--- src/rtl/mmts_pkg.sv ---
// ----------------------------------------------------------------------------
// Multi-mode task scheduler package
// Sizes, codes, queue entry type and index helpers.
// ----------------------------------------------------------------------------
`default_nettype none

package mmts_pkg;

    localparam int MAX_TASKS  = 16;
    localparam int ID_BITS    = 8;
    localparam int IDX_W      = (MAX_TASKS > 1) ? $clog2(MAX_TASKS) : 1;
    localparam int CNT_W      = $clog2(MAX_TASKS + 1);
    localparam int PRI_W      = 8;
    localparam int LEN_W      = 16;
    localparam int TICK_W     = 16;
    localparam int TPRI_W     = 7;
    localparam int OUT_ID_W   = 8;
    localparam int CFG_ADDR_W = 1;
    localparam int CFG_DATA_W = 16;
    localparam int S_DATA_W   = 24;
    localparam int S_USER_W   = 2;
    localparam int M_DATA_W   = 40;

    localparam logic [ID_BITS-1:0] ID_LIMIT     = '1;
    localparam logic [TICK_W-1:0]  TICK_MAX     = '1;
    localparam logic [PRI_W-1:0]   PRI_FLOOR    = {1'b1, {(PRI_W-1){1'b0}}};
    localparam logic [TICK_W-1:0]  QUANTUM_INIT = TICK_W'(10);

    typedef enum logic [1:0] {
        MODE_FCFS,
        MODE_SJF,
        MODE_RR,
        MODE_PRIO
    } mode_t;

    typedef enum logic [1:0] {
        REQ_CREATE,
        REQ_TICK,
        REQ_EXIT,
        REQ_NOP
    } req_t;

    typedef enum logic [CFG_ADDR_W-1:0] {
        CFG_MODE,
        CFG_QUANTUM
    } cfg_reg_t;

    typedef enum logic [2:0] {
        ST_IDLE,
        ST_START,
        ST_DISPATCH,
        ST_INSERT,
        ST_PRIO,
        ST_FIN_RD,
        ST_FIN
    } state_t;

    typedef struct packed {
        logic [ID_BITS-1:0] id;
        logic [PRI_W-1:0]   pri;
        logic [LEN_W-1:0]   len;
    } entry_t;

    localparam int ENTRY_W = $bits(entry_t);

    function automatic logic [IDX_W-1:0] wrap_add(input logic [IDX_W-1:0] base,
                                                  input logic [CNT_W-1:0] offs);
        logic [CNT_W:0] sum;
        sum = {{(CNT_W+1-IDX_W){1'b0}}, base} + {1'b0, offs};
        if (sum >= (CNT_W+1)'(MAX_TASKS)) begin
            sum = sum - (CNT_W+1)'(MAX_TASKS);
        end
        return sum[IDX_W-1:0];
    endfunction

    function automatic logic [OUT_ID_W-1:0] id_to_out(input logic [ID_BITS-1:0] id);
        logic [ID_BITS+OUT_ID_W-1:0] ext;
        ext = {{OUT_ID_W{1'b0}}, id};
        return ext[OUT_ID_W-1:0];
    endfunction

endpackage

`default_nettype wire

--- src/rtl/mmts_ram.sv ---
// ----------------------------------------------------------------------------
// Generic simple dual-port RAM
// One write port, one read port with registered read data.
// ----------------------------------------------------------------------------
`default_nettype none

module mmts_ram #(
    parameter  int WIDTH = 32,
    parameter  int DEPTH = 16,
    localparam int AW    = (DEPTH > 1) ? $clog2(DEPTH) : 1
) (
    input  wire logic             aclk,
    input  wire logic             wr_en,
    input  wire logic [AW-1:0]    wr_addr,
    input  wire logic [WIDTH-1:0] wr_data,
    input  wire logic [AW-1:0]    rd_addr,
    output logic      [WIDTH-1:0] rd_data
);

    logic [WIDTH-1:0] mem_reg [DEPTH];
    logic [WIDTH-1:0] rd_data_reg;

    always_ff @(posedge aclk) begin
        if (wr_en) begin
            mem_reg[wr_addr] <= wr_data;
        end
        rd_data_reg <= mem_reg[rd_addr];
    end

    assign rd_data = rd_data_reg;

endmodule

`default_nettype wire

--- src/rtl/multi_mode_task_scheduler_top.sv ---
// ----------------------------------------------------------------------------
// Multi-mode task scheduler
// Ready queue in a circular RAM, walked by a small sequencer one entry a cycle.
// ----------------------------------------------------------------------------
// Usage:
//   s_ channel carries one event word: tuser is the request kind, tdata the
//   job length and priority of a task to create. m_ channel returns one result
//   word per event. Mode and quantum are set on the cfg_ port; the user must
//   write them only while idle, as the block itself does not enforce it.
// Path from accept to result: START, DISPATCH, FIN_RD, FIN; a priority-mode
//   tick on a non-empty queue adds a PRIO walk, and a shortest-job or priority
//   create that is not rejected adds an INSERT walk, both after DISPATCH.
//   The queue RAM is walked one entry per cycle, read and write overlapped.
// Throughput: one event at a time; s_tready rises together with m_tvalid,
//   when the result is loaded.
// Reset: queue empty, ids restart at zero, mode FCFS, quantum 10, no result
//   pending. No clearing pass is needed.
// Stall: the result holds in the output register; the next event is still
//   accepted and runs, and waits at its end until the register frees.
// ----------------------------------------------------------------------------
`default_nettype none

module multi_mode_task_scheduler_top
    import mmts_pkg::*;
(
    input  wire logic                  aclk,
    input  wire logic                  aresetn,
    input  wire logic                  cfg_wr_en,
    input  wire logic [CFG_ADDR_W-1:0] cfg_addr,
    input  wire logic [CFG_DATA_W-1:0] cfg_wr_data,
    input  wire logic                  s_tvalid,
    output logic                       s_tready,
    // [15:0] job_length, [22:16] task_priority, [23] zero
    input  wire logic [S_DATA_W-1:0]   s_tdata,
    // [1:0] req_type
    input  wire logic [S_USER_W-1:0]   s_tuser,
    output logic                       m_tvalid,
    input  wire logic                  m_tready,
    // [7:0] running_id, [8] running_valid, [9] switched, [10] stopped,
    // [11] rejected, [19:12] new_id, [35:20] run_ticks, [39:36] zero
    output logic      [M_DATA_W-1:0]   m_tdata
);

    state_t              state_reg, state_next;
    mode_t               mode_reg, mode_next;
    logic [TICK_W-1:0]   quantum_reg, quantum_next;
    logic [IDX_W-1:0]    head_reg, head_next;
    logic [CNT_W-1:0]    count_reg, count_next;
    logic [ID_BITS-1:0]  next_id_reg, next_id_next;
    logic [TICK_W-1:0]   tick_reg, tick_next;
    req_t                req_reg, req_next;
    logic [LEN_W-1:0]    len_reg, len_next;
    logic [TPRI_W-1:0]   pri_reg, pri_next;
    logic [CNT_W-1:0]    idx_reg, idx_next;
    logic                found_reg, found_next;
    entry_t              carry_reg, carry_next;
    logic [ID_BITS-1:0]  id_before_reg, id_before_next;
    logic                valid_before_reg, valid_before_next;
    logic                stopped_reg, stopped_next;
    logic                rejected_reg, rejected_next;
    logic [ID_BITS-1:0]  new_id_reg, new_id_next;
    logic                out_valid_reg, out_valid_next;
    logic [M_DATA_W-1:0] out_data_reg, out_data_next;

    logic               ram_wr_en;
    logic [IDX_W-1:0]   ram_wr_addr;
    entry_t             ram_wr_entry;
    logic [IDX_W-1:0]   ram_rd_addr;
    logic [ENTRY_W-1:0] ram_rd_data;
    entry_t             rd_entry;

    logic [TICK_W-1:0]  tick_inc;
    logic [PRI_W-1:0]   new_pri;
    logic               key_worse;
    logic               sw;
    logic               valid_after;
    logic [TICK_W-1:0]  tick_out;
    logic [OUT_ID_W-1:0] run_id;

    assign rd_entry = entry_t'(ram_rd_data);
    assign tick_inc = (tick_reg == TICK_MAX) ? tick_reg : tick_reg + TICK_W'(1);
    assign new_pri  = {{(PRI_W-TPRI_W){1'b0}}, pri_reg};
    assign key_worse = (mode_reg == MODE_SJF) ? (rd_entry.len > len_reg)
                                              : ($signed(rd_entry.pri) < $signed(new_pri));
    assign valid_after = (count_reg != '0);
    assign sw       = valid_after && (!valid_before_reg || (rd_entry.id != id_before_reg));
    assign tick_out = sw ? '0 : tick_reg;
    assign run_id   = valid_after ? id_to_out(rd_entry.id) : '0;

    mmts_ram #(
        .WIDTH (ENTRY_W),
        .DEPTH (MAX_TASKS)
    ) u_queue_ram (
        .aclk    (aclk),
        .wr_en   (ram_wr_en),
        .wr_addr (ram_wr_addr),
        .wr_data (ram_wr_entry),
        .rd_addr (ram_rd_addr),
        .rd_data (ram_rd_data)
    );

    always_ff @(posedge aclk) begin
        if (!aresetn) begin
            state_reg     <= ST_IDLE;
            mode_reg      <= MODE_FCFS;
            quantum_reg   <= QUANTUM_INIT;
            head_reg      <= '0;
            count_reg     <= '0;
            next_id_reg   <= '0;
            tick_reg      <= '0;
            out_valid_reg <= 1'b0;
        end else begin
            state_reg     <= state_next;
            mode_reg      <= mode_next;
            quantum_reg   <= quantum_next;
            head_reg      <= head_next;
            count_reg     <= count_next;
            next_id_reg   <= next_id_next;
            tick_reg      <= tick_next;
            out_valid_reg <= out_valid_next;
        end
    end

    always_ff @(posedge aclk) begin
        req_reg          <= req_next;
        len_reg          <= len_next;
        pri_reg          <= pri_next;
        idx_reg          <= idx_next;
        found_reg        <= found_next;
        carry_reg        <= carry_next;
        id_before_reg    <= id_before_next;
        valid_before_reg <= valid_before_next;
        stopped_reg      <= stopped_next;
        rejected_reg     <= rejected_next;
        new_id_reg       <= new_id_next;
        out_data_reg     <= out_data_next;
    end

    always_comb begin
        state_next        = state_reg;
        mode_next         = mode_reg;
        quantum_next      = quantum_reg;
        head_next         = head_reg;
        count_next        = count_reg;
        next_id_next      = next_id_reg;
        tick_next         = tick_reg;
        req_next          = req_reg;
        len_next          = len_reg;
        pri_next          = pri_reg;
        idx_next          = idx_reg;
        found_next        = found_reg;
        carry_next        = carry_reg;
        id_before_next    = id_before_reg;
        valid_before_next = valid_before_reg;
        stopped_next      = stopped_reg;
        rejected_next     = rejected_reg;
        new_id_next       = new_id_reg;
        out_valid_next    = out_valid_reg;
        out_data_next     = out_data_reg;
        ram_wr_en         = 1'b0;
        ram_wr_addr       = head_reg;
        ram_wr_entry      = carry_reg;
        ram_rd_addr       = head_reg;

        if (cfg_wr_en) begin
            case (cfg_addr)
                CFG_MODE:    mode_next    = mode_t'(cfg_wr_data[1:0]);
                CFG_QUANTUM: quantum_next = cfg_wr_data[TICK_W-1:0];
                default: ;
            endcase
        end

        if (out_valid_reg && m_tready) begin
            out_valid_next = 1'b0;
        end

        case (state_reg)
            ST_IDLE: begin
                if (s_tvalid) begin
                    req_next   = req_t'(s_tuser[1:0]);
                    len_next   = s_tdata[LEN_W-1:0];
                    pri_next   = s_tdata[LEN_W+TPRI_W-1:LEN_W];
                    state_next = ST_START;
                end
            end
            ST_START: begin
                stopped_next      = 1'b0;
                rejected_next     = 1'b0;
                new_id_next       = '0;
                valid_before_next = (count_reg != '0);
                state_next        = ST_DISPATCH;
            end
            ST_DISPATCH: begin
                id_before_next = rd_entry.id;
                state_next     = ST_FIN_RD;
                case (req_reg)
                    REQ_CREATE: begin
                        if (count_reg == CNT_W'(MAX_TASKS) || next_id_reg == ID_LIMIT) begin
                            rejected_next = 1'b1;
                        end else begin
                            new_id_next  = next_id_reg;
                            next_id_next = next_id_reg + ID_BITS'(1);
                            carry_next   = '{id: next_id_reg, pri: new_pri, len: len_reg};
                            idx_next     = '0;
                            found_next   = 1'b0;
                            if (mode_reg == MODE_SJF || mode_reg == MODE_PRIO) begin
                                state_next = ST_INSERT;
                            end else begin
                                ram_wr_en    = 1'b1;
                                ram_wr_addr  = wrap_add(head_reg, count_reg);
                                ram_wr_entry = '{id: next_id_reg, pri: new_pri, len: len_reg};
                                count_next   = count_reg + CNT_W'(1);
                            end
                        end
                    end
                    REQ_TICK: begin
                        if (count_reg != '0) begin
                            case (mode_reg)
                                MODE_RR: begin
                                    if (tick_reg >= quantum_reg) begin
                                        ram_wr_en    = 1'b1;
                                        ram_wr_addr  = wrap_add(head_reg, count_reg);
                                        ram_wr_entry = rd_entry;
                                        head_next    = wrap_add(head_reg, CNT_W'(1));
                                        tick_next    = '0;
                                    end else begin
                                        tick_next = tick_inc;
                                    end
                                end
                                MODE_PRIO: begin
                                    tick_next      = tick_inc;
                                    carry_next     = rd_entry;
                                    carry_next.pri = (rd_entry.pri == PRI_FLOOR) ? rd_entry.pri
                                                   : rd_entry.pri - PRI_W'(1);
                                    idx_next       = CNT_W'(1);
                                    ram_rd_addr    = wrap_add(head_reg, CNT_W'(1));
                                    state_next     = ST_PRIO;
                                end
                                default: tick_next = tick_inc;
                            endcase
                        end
                    end
                    REQ_EXIT: begin
                        stopped_next = (count_reg <= CNT_W'(1));
                        if (count_reg != '0) begin
                            head_next  = wrap_add(head_reg, CNT_W'(1));
                            count_next = count_reg - CNT_W'(1);
                            tick_next  = '0;
                        end
                    end
                    REQ_NOP: ;
                    default: ;
                endcase
            end
            ST_INSERT: begin
                ram_wr_addr = wrap_add(head_reg, idx_reg);
                if (idx_reg == count_reg) begin
                    ram_wr_en  = 1'b1;
                    count_next = count_reg + CNT_W'(1);
                    state_next = ST_FIN_RD;
                end else begin
                    if (found_reg || key_worse) begin
                        ram_wr_en  = 1'b1;
                        carry_next = rd_entry;
                        found_next = 1'b1;
                    end
                    idx_next    = idx_reg + CNT_W'(1);
                    ram_rd_addr = wrap_add(head_reg, idx_reg + CNT_W'(1));
                end
            end
            ST_PRIO: begin
                ram_wr_en   = 1'b1;
                ram_wr_addr = wrap_add(head_reg, idx_reg - CNT_W'(1));
                if (idx_reg != count_reg && $signed(rd_entry.pri) > $signed(carry_reg.pri)) begin
                    ram_wr_entry = rd_entry;
                    idx_next     = idx_reg + CNT_W'(1);
                    ram_rd_addr  = wrap_add(head_reg, idx_reg + CNT_W'(1));
                end else begin
                    state_next = ST_FIN_RD;
                end
            end
            ST_FIN_RD: begin
                state_next = ST_FIN;
            end
            ST_FIN: begin
                if (!out_valid_reg || m_tready) begin
                    out_valid_next = 1'b1;
                    out_data_next  = {{(M_DATA_W-OUT_ID_W-TICK_W-OUT_ID_W-4){1'b0}},
                                      tick_out, id_to_out(new_id_reg), rejected_reg,
                                      stopped_reg, sw, valid_after, run_id};
                    tick_next      = tick_out;
                    state_next     = ST_IDLE;
                end
            end
            default: state_next = ST_IDLE;
        endcase
    end

    assign s_tready = (state_reg == ST_IDLE);
    assign m_tvalid = out_valid_reg;
    assign m_tdata  = out_data_reg;

endmodule

`default_nettype wire

--- config.mk ---
export PLATFORM = sky130hd
export DESIGN_NAME = multi_mode_task_scheduler_top
export DESIGN_NICKNAME = d
export VERILOG_FILES = /design/src/rtl/mmts_pkg.sv /design/src/rtl/mmts_ram.sv /design/src/rtl/multi_mode_task_scheduler_top.sv
export SDC_FILE = /design/constraint.sdc
export NUM_CORES = 1
export LEC_CHECK = 0
export ABC_AREA = 1
export BUFFER_PORTS_ARGS = -buffer_cell sky130_fd_sc_hd__clkbuf_2
export CAP_MARGIN = 10
export CORE_MARGIN = 2
export CORE_UTILIZATION = 60
export DETAILED_ROUTE_END_ITERATION = 6
export PLACE_DENSITY = 0.77
export SKIP_CTS_REPAIR_TIMING = 1
export SLEW_MARGIN = 30
export SYNTH_ARGS = -nofsm -noshare
export SYNTH_HDL_FRONTEND = slang
export SYNTH_SLANG_ARGS = --single-unit
--- constraint.sdc ---
create_clock -name aclk -period 5.85 [get_ports aclk]
set_clock_uncertainty 0.15 [all_clocks]
set_input_delay 1.17 -clock aclk [delete_from_list [all_inputs] [get_ports aclk]]
set_output_delay 1.17 -clock aclk [all_outputs]
set_load 0.02 [all_outputs]
==> metrics.txt, run 1 <==
result of the run=complete, but fails checks; failing checks=design-rule violations; Async SR Flop Fraction=0%; P&R area growth vs syn=11.3%; Final Util=between 60% and 70%; Seq pwr share=about two fifths; Die ar.=just under 60000 µm²; CTS Buf Count=72; multi-input logic area=10900 µm²; Crit Path Category=flop to flop; vias in the first global route=24000; Yosys top cell area share=about 56%; top cells by area, synth=edfxtp_1 56%, nand3_1 9.2%, nand2_1 9.1%; Startpoint Class=flop; clock latency on the worst-skew pair=640 ps; die height=242 µm; Post-synth EDFFs=between 600 and 700; Slew @ Worst Pin=roughly 1000 ps; number of top-level pins=90; Yosys reg bits=717; Nets=3677; internal power=11.2 mW; H-tree Lvls=3; Critical Path RT=6010 ps; leakage power of the design=15.4 nW; WL/cell=around 20 µm; proportion of layout cells with a drive suffix above 1=9.56%; fill cell count=4125; setup violators final=0; overall routing resource usage=between 20% and 30%; grt total ovfl=0; clk sinks=717; power per cell area=466 nW/µm²; DRT Pass-1 Iters=7; netlist area before placement=34000 µm²; core area=between 50000 and 60000 µm²; Max Fclk=225 MHz; leading area contributor after synthesis=edfxtp_1; storage element area=~21000 µm²; Fin Setup TNS=0 ps; slack of the critical path=roughly 1400 ps; Final min period=4440 ps; Area after DPL=about 35000 µm²; RSZ-0062 raised after global routing=false; Final Hold Slack=269 ps; Root Driver=clkbuf_16; Routed WL=87.9 mm; syn_area_per_cell=a little under 10 µm²; Initial Util=60.5%; Tot Pwr=17.7 mW; Final Non-Filler Cells=~4400; max_cap viols=0; Max IR drop VDD=0.377 mV; ys flop type=edfxtp_1; DR vias=25900; number of flip-flops in the largest register=512; GPL Wtd Cong=0.948; Final Hold Fails=0; FP Rows=87; CTS tree=done; register area share after synthesis=60.7%; n_diodes=0; crit path capture type=flop; Clk pwr share=26.2%; 1st-iter DRT viols=3330; Setup Slack @ Placement=approximately 1500 ps; most common cell after layout, fill and taps aside=nand2_1; most frequent cells in the layout=825 x nand2_1, 630 x edfxtp_1, 623 x nand3_1, 437 x inv_1, 147 x o21ai_0; number of remaining DRC errors=9; worst hold-check path type=flop to flop; crit path DAT=4600 ps; Yosys cell types=56; critical path fanouts, max=21; Die X=242 µm; Post-Syn Instances=~3500; CTS max path bufs=3; initial antenna violation count=0; Slew headroom=33.1%; Final ANT Viol Nets=0; Psw=6.44 mW; Clock Pin Slew Worst Setup and Hold Paths=60 ps; count of placed standard cells including taps=4237; Comb pwr share=around 32%; Slew Viols, Final=0; pin count of the biggest net entering global routing=110; switch share=36.4%; port buffer count=84; Ys Warns=0; Final period util=between 70% and 80%; design area=about 38000 µm²; DP Wirelength=50.7 mm; vias per inst=5.92; global-route wire length before repair=136 mm
power by group through the flow:
stage	Sequential (mW)	Combinational, mW	Clock, mW
final	7.38	5.68	4.62
after detailed placement	7.46	5.50	0
after global placement	7.46	5.30	0
after CTS	7.36	5.55	4.65
after global routing	7.42	6.26	4.86
after floorplan	7.30	3.77	0
path summary, 6_finish.rpt:
check	slack, ps	cells past startpoint	start	endpoint
worst max-delay path	1410	17	tick_reg[15]	u_queue_ram.mem_reg[9][2]
worst min-delay path	270	0	new_id_reg[2]	m_tdata[14]
worst max register to register	1410	17	tick_reg[15]	u_queue_ram.mem_reg[9][2]
worst min register to register	270	0	new_id_reg[2]	m_tdata[14]
layer usage:
metal / global-route usage, % / up-vias / wire, µm
li1: - / 12100 / -
met4: 12.5 / 0 / 3570
met3: 4.60 / 243 / 8890
met5: 0 / - / 0
met1: 41.6 / 12100 / 34500
met2: 47.4 / 1467 / 41000
critical path, cell delays in order (launching register included):
cell and delay, ps:
dfxtp_1 360, ha_1 310, nand2_1 60, inv_1 50
nand3_1 80, nor3_1 230, nand3_1 110, nand3_1 180
nand3_1 480, buf_4 430, nand2_1 90, nand3_1 60
nand3_1 120, nand3_1 130, inv_1 90, nand2_1 230
nor2_4 670, buf_12 280
logic make-up after synthesis:
kind of cell / synth area share [%]
xor gates and xnor gates: 0.897
DFF: 60.7
adders and majority gates: 2.57
and+or+nand+nor: 20.9
other: 0.0110
AOI/OAI and AO/OA: 7.03
buffers and inverters: 7.96
cell type report:
cell class	instances	area share [%]
tap	756	2.50
clock inverter	36	0.957
timing repair buffer	172	3.44
clock buffer	97	5.30
multi-input combinational	2145	28.8
inverter	453	4.49
sequential	717	54.5
cell usage after synthesis (all sizes together) (2+ instances only):
cell type	n
ha	65
a221oi	4
o2111ai	5
or2	2
a21o	4
xnor2	9
o311ai	2
a22oi	5
edfxtp	630
nand3b	2
buf	143
nor4	4
clkinv	6
nand3	624
o211ai	68
clkbuf	51
nand4	15
o22ai	2
a31oi	23
o21a	3
o221ai	12
nor3b	2
nand2	832
fa	3
nor2	119
a211o	2
o21ai	152
dfxtp	87
nor3	27
a21oi	122
xor2	25
inv	447
No activity file was read; power rests on OpenSTA's default activity.
==> run 2, diff against run 1 <==
ABC_AREA = 0   (was 1)
clock period = 4.4 ns   (was 5.85 ns; I/O delays follow)
==> metrics.txt, run 2 <==
result of the run=finished, final reports clean; clock latency on the worst-skew pair=630 ps (about the same); leakage power of the design=13.7 nW (-11%); Synth top cells by count=630 x edfxtp_1, 272 x nand2_1, 201 x mux2i_1, 162 x o22ai_1, 136 x inv_1; CTS tree=done; proportion of layout cells with a drive suffix above 1=13.4% (+3.8 points); switch share=34.7% (-1.8 points); Routed WL=85.4 mm (-2.8%); Clk pwr share=26.0% (-0.2 points); Post-synth EDFFs=630 (unchanged); crit path capture type=flop; core area=52800 µm² (-6.2%); Initial Util=60.9% (+0.44 points); DP Wirelength=50.9 mm (+0.41%); Clock Pin Slew Worst Setup and Hold Paths=60 ps (about the same); top cells by area, synth=edfxtp_1 59%, mux2i_1 6.3%, dfxtp_1 5.4%; RSZ-0062 raised after global routing=true; internal power=15.5 mW (+38%); setup violators final=0 (unchanged); 1st-iter DRT viols=2885 (-13%); Min-Delay Startpoint=new_id_reg[3]; Yosys reg bits=717 (unchanged); overall routing resource usage=30.8% (+0.89 points); slack of the critical path=216 ps (-1200 ps); n_diodes=0 (unchanged); most common cell after layout, fill and taps aside=edfxtp_1; Crit Path Category=flop to flop; WL/cell=25.0 µm (+25%); number of remaining DRC errors=0 (-9); Psw=8.19 mW (+27%); netlist area before placement=32100 µm² (-5.6%); Top delay family on crit path=buffers and inverters; Max IR drop VDD=0.383 mV (+1.8%); FP Rows=84 (-3.4%); Comb pwr share=31.9% (-0.2 points); Final min period=4180 ps (-254 ps); Fin Setup TNS=0 ps (unchanged); Nets=2785 (-24%); Max Fclk=239 MHz (+6.1%); pin count of the biggest net entering global routing=129 (+17%); most frequent cells in the layout=630 x edfxtp_1, 272 x nand2_1, 201 x mux2i_1, 162 x o22ai_1, 136 x inv_1; number of top-level pins=90 (unchanged); vias in the first global route=22300 (-7.0%); crit path DAT=4520 ps (-80 ps); slowest stage delay, CP=630 ps (-40 ps); Seq pwr share=42.1% (+0.4 points); P&R area growth vs syn=14.4%; r2r startpoint=state_reg[1]; Hold Path Depth=0 (unchanged); Die ar.=55400 µm² (-5.5%); H-tree Lvls=3 (unchanged); DR vias=22500 (-13%); Final ANT Viol Nets=0 (unchanged); worst hold-check path type=flop to flop; critical path cell sequence=buf_4 -> nand2b_1 -> buf_4 -> nand2b_1 -> inv_1 -> a21o_2 -> o41a_2 -> buf_4 -> a211oi_1 -> o211ai_1 -> a21oi_1 -> or4_1; Async SR Flop Fraction=0% (unchanged); Slew headroom=38.1% (+5.0 points); most frequent cell after synthesis=edfxtp_1; register area share after synthesis=64.3% (+3.6 points); syn_area_per_cell=12.6 µm² (+30%); worst hold endpoint=m_tdata[15]; Post-Syn Instances=2550 (-27%); die height=235 µm (-2.8%); power per cell area=643 nW/µm² (+38%); Slew Viols, Final=0 (unchanged); Crit path top cell by count=buf_4; critical path fanouts, max=64 (+200%); number of flip-flops in the largest register=512 (unchanged); Final Hold Fails=0 (unchanged); GPL Wtd Cong=0.929 (-2.0%); Root Driver=clkbuf_16; DRT Pass-1 Iters=6 (-1); R2R Setup Slk=220 ps (-1200 ps); critical register-to-register path endpoint=u_queue_ram.rd_data[26]; Buf+Inv Stages, Crit Path=4 (unchanged); global-route wire length before repair=130 mm (-4.4%); initial antenna violation count=0 (unchanged); clk sinks=717 (unchanged); Ys Warns=0 (unchanged); CTS Buf Count=72 (unchanged); Setup Slack @ Placement=149 ps (-1370 ps); Die X=235 µm (-2.8%); Critical Path RT=4730 ps (-1280 ps); ys flop type=edfxtp_1; grt total ovfl=0 (unchanged); max_cap viols=0 (unchanged); Slew @ Worst Pin=920 ps (-83.2 ps); Yosys top cell area share=58.8% (+3.3 points); leading area contributor after synthesis=edfxtp_1; port buffer count=84 (unchanged); Yosys cell types=79 (+41%); Startpoint Class=flop; vias per inst=6.60 (+11%); Critical-path top delay cell=buf_4; fill cell count=3588 (-13%); Final period util=95.1% (+19 points); CTS max path bufs=3 (unchanged); Worst R2R Path Depth=12 (-5)
==> run 2: changes by cell type after synthesis, moves of 22 or more <==
cell	previous run	this run
a211oi_1	1	75
o22ai_1	2	162
buf_2	97	23
mux2i_1	0	201
nand3_1	623	29
or4_1	0	36
inv_1	438	136
nand2_1	827	272
buf_4	37	8
and2_1	0	37
o21ai_0	147	56
a22oi_1	5	27
clkbuf_1	51	119
==> run 2: power groups by stage <==
stage	combinational (mW)	clock (mW)	sequential (mW)
floorplan	4.64	0	9.87
global placement	7.06	0	10.0
detailed placement	7.32	0	10.1
CTS	7.38	6.21	9.95
global route	8.05	6.48	10.0
finish	7.54	6.14	9.96
==> run 2: worst max-delay path by stage <==
stage                      start                    endpoint  slack, ps  cells after the start
finish              state_reg[1]     u_queue_ram.rd_data[26]        220                     12
global route        state_reg[2]  u_queue_ram.mem_reg[9][16]        -10                     13
CTS                 state_reg[2]  u_queue_ram.mem_reg[0][30]        130                     13
detailed placement  state_reg[2]   u_queue_ram.mem_reg[9][4]        150                     13
global placement    count_reg[1]  u_queue_ram.mem_reg[7][19]        120                     14
floorplan           state_reg[0]   u_queue_ram.mem_reg[1][0]       -360                     12
==> run 2: cell type report <==
class	instances	area, µm²	area share (%)
flip-flops and latches	717	20700	56.2
repair buffers	209	1800	4.90
inverters	138	518	1.41
clock inverters	30	375	1.02
well taps	688	861	2.34
multi-input cells	1531	10600	28.7
clock buffers	102	2010	5.46
==> run 2: through the flow <==
stage | total power, mW | instance area (µm²) | hold WS, ps | instances | util, %
final | 23.6 | 36800 | 272 | 3415 | 69.7
after global placement | 17.1 | 34300 | 257 | 3280 | 65.1
after floorplan | 14.5 | 32300 | 250 | 2553 | -
after detailed placement | 17.4 | 34300 | 255 | 3280 | 65.1
after global routing | 24.6 | 36800 | 263 | 3415 | 69.7
after CTS | 23.5 | 36700 | 247 | 3412 | 69.6
==> run 2: logic make-up (layout without fill, tap and decap cells) <==
kind of cell    count (synthesis)  count (layout)  synth area share [%]
mux                           207             207                  6.47
fa+ha+maj                      68              68                  2.72
other cells                     1               4                0.0117
flops                         717             717                  64.3
simple gates                  601             601                  8.90
compound gates                616             616                  12.8
buf+inv                       305             479                  3.84
xor+xnor                       35              35                 0.954
==> run 2: metal layers <==
layer  vias to the layer above  track usage (%)  part of all wire [%]
met3                       275             5.91                   9.8
met4                         0             14.9                   4.9
met2                      1375             49.9                    47
met5                         -                0                     0
met1                     10900             40.3                    38
li1                       9964                -                     -
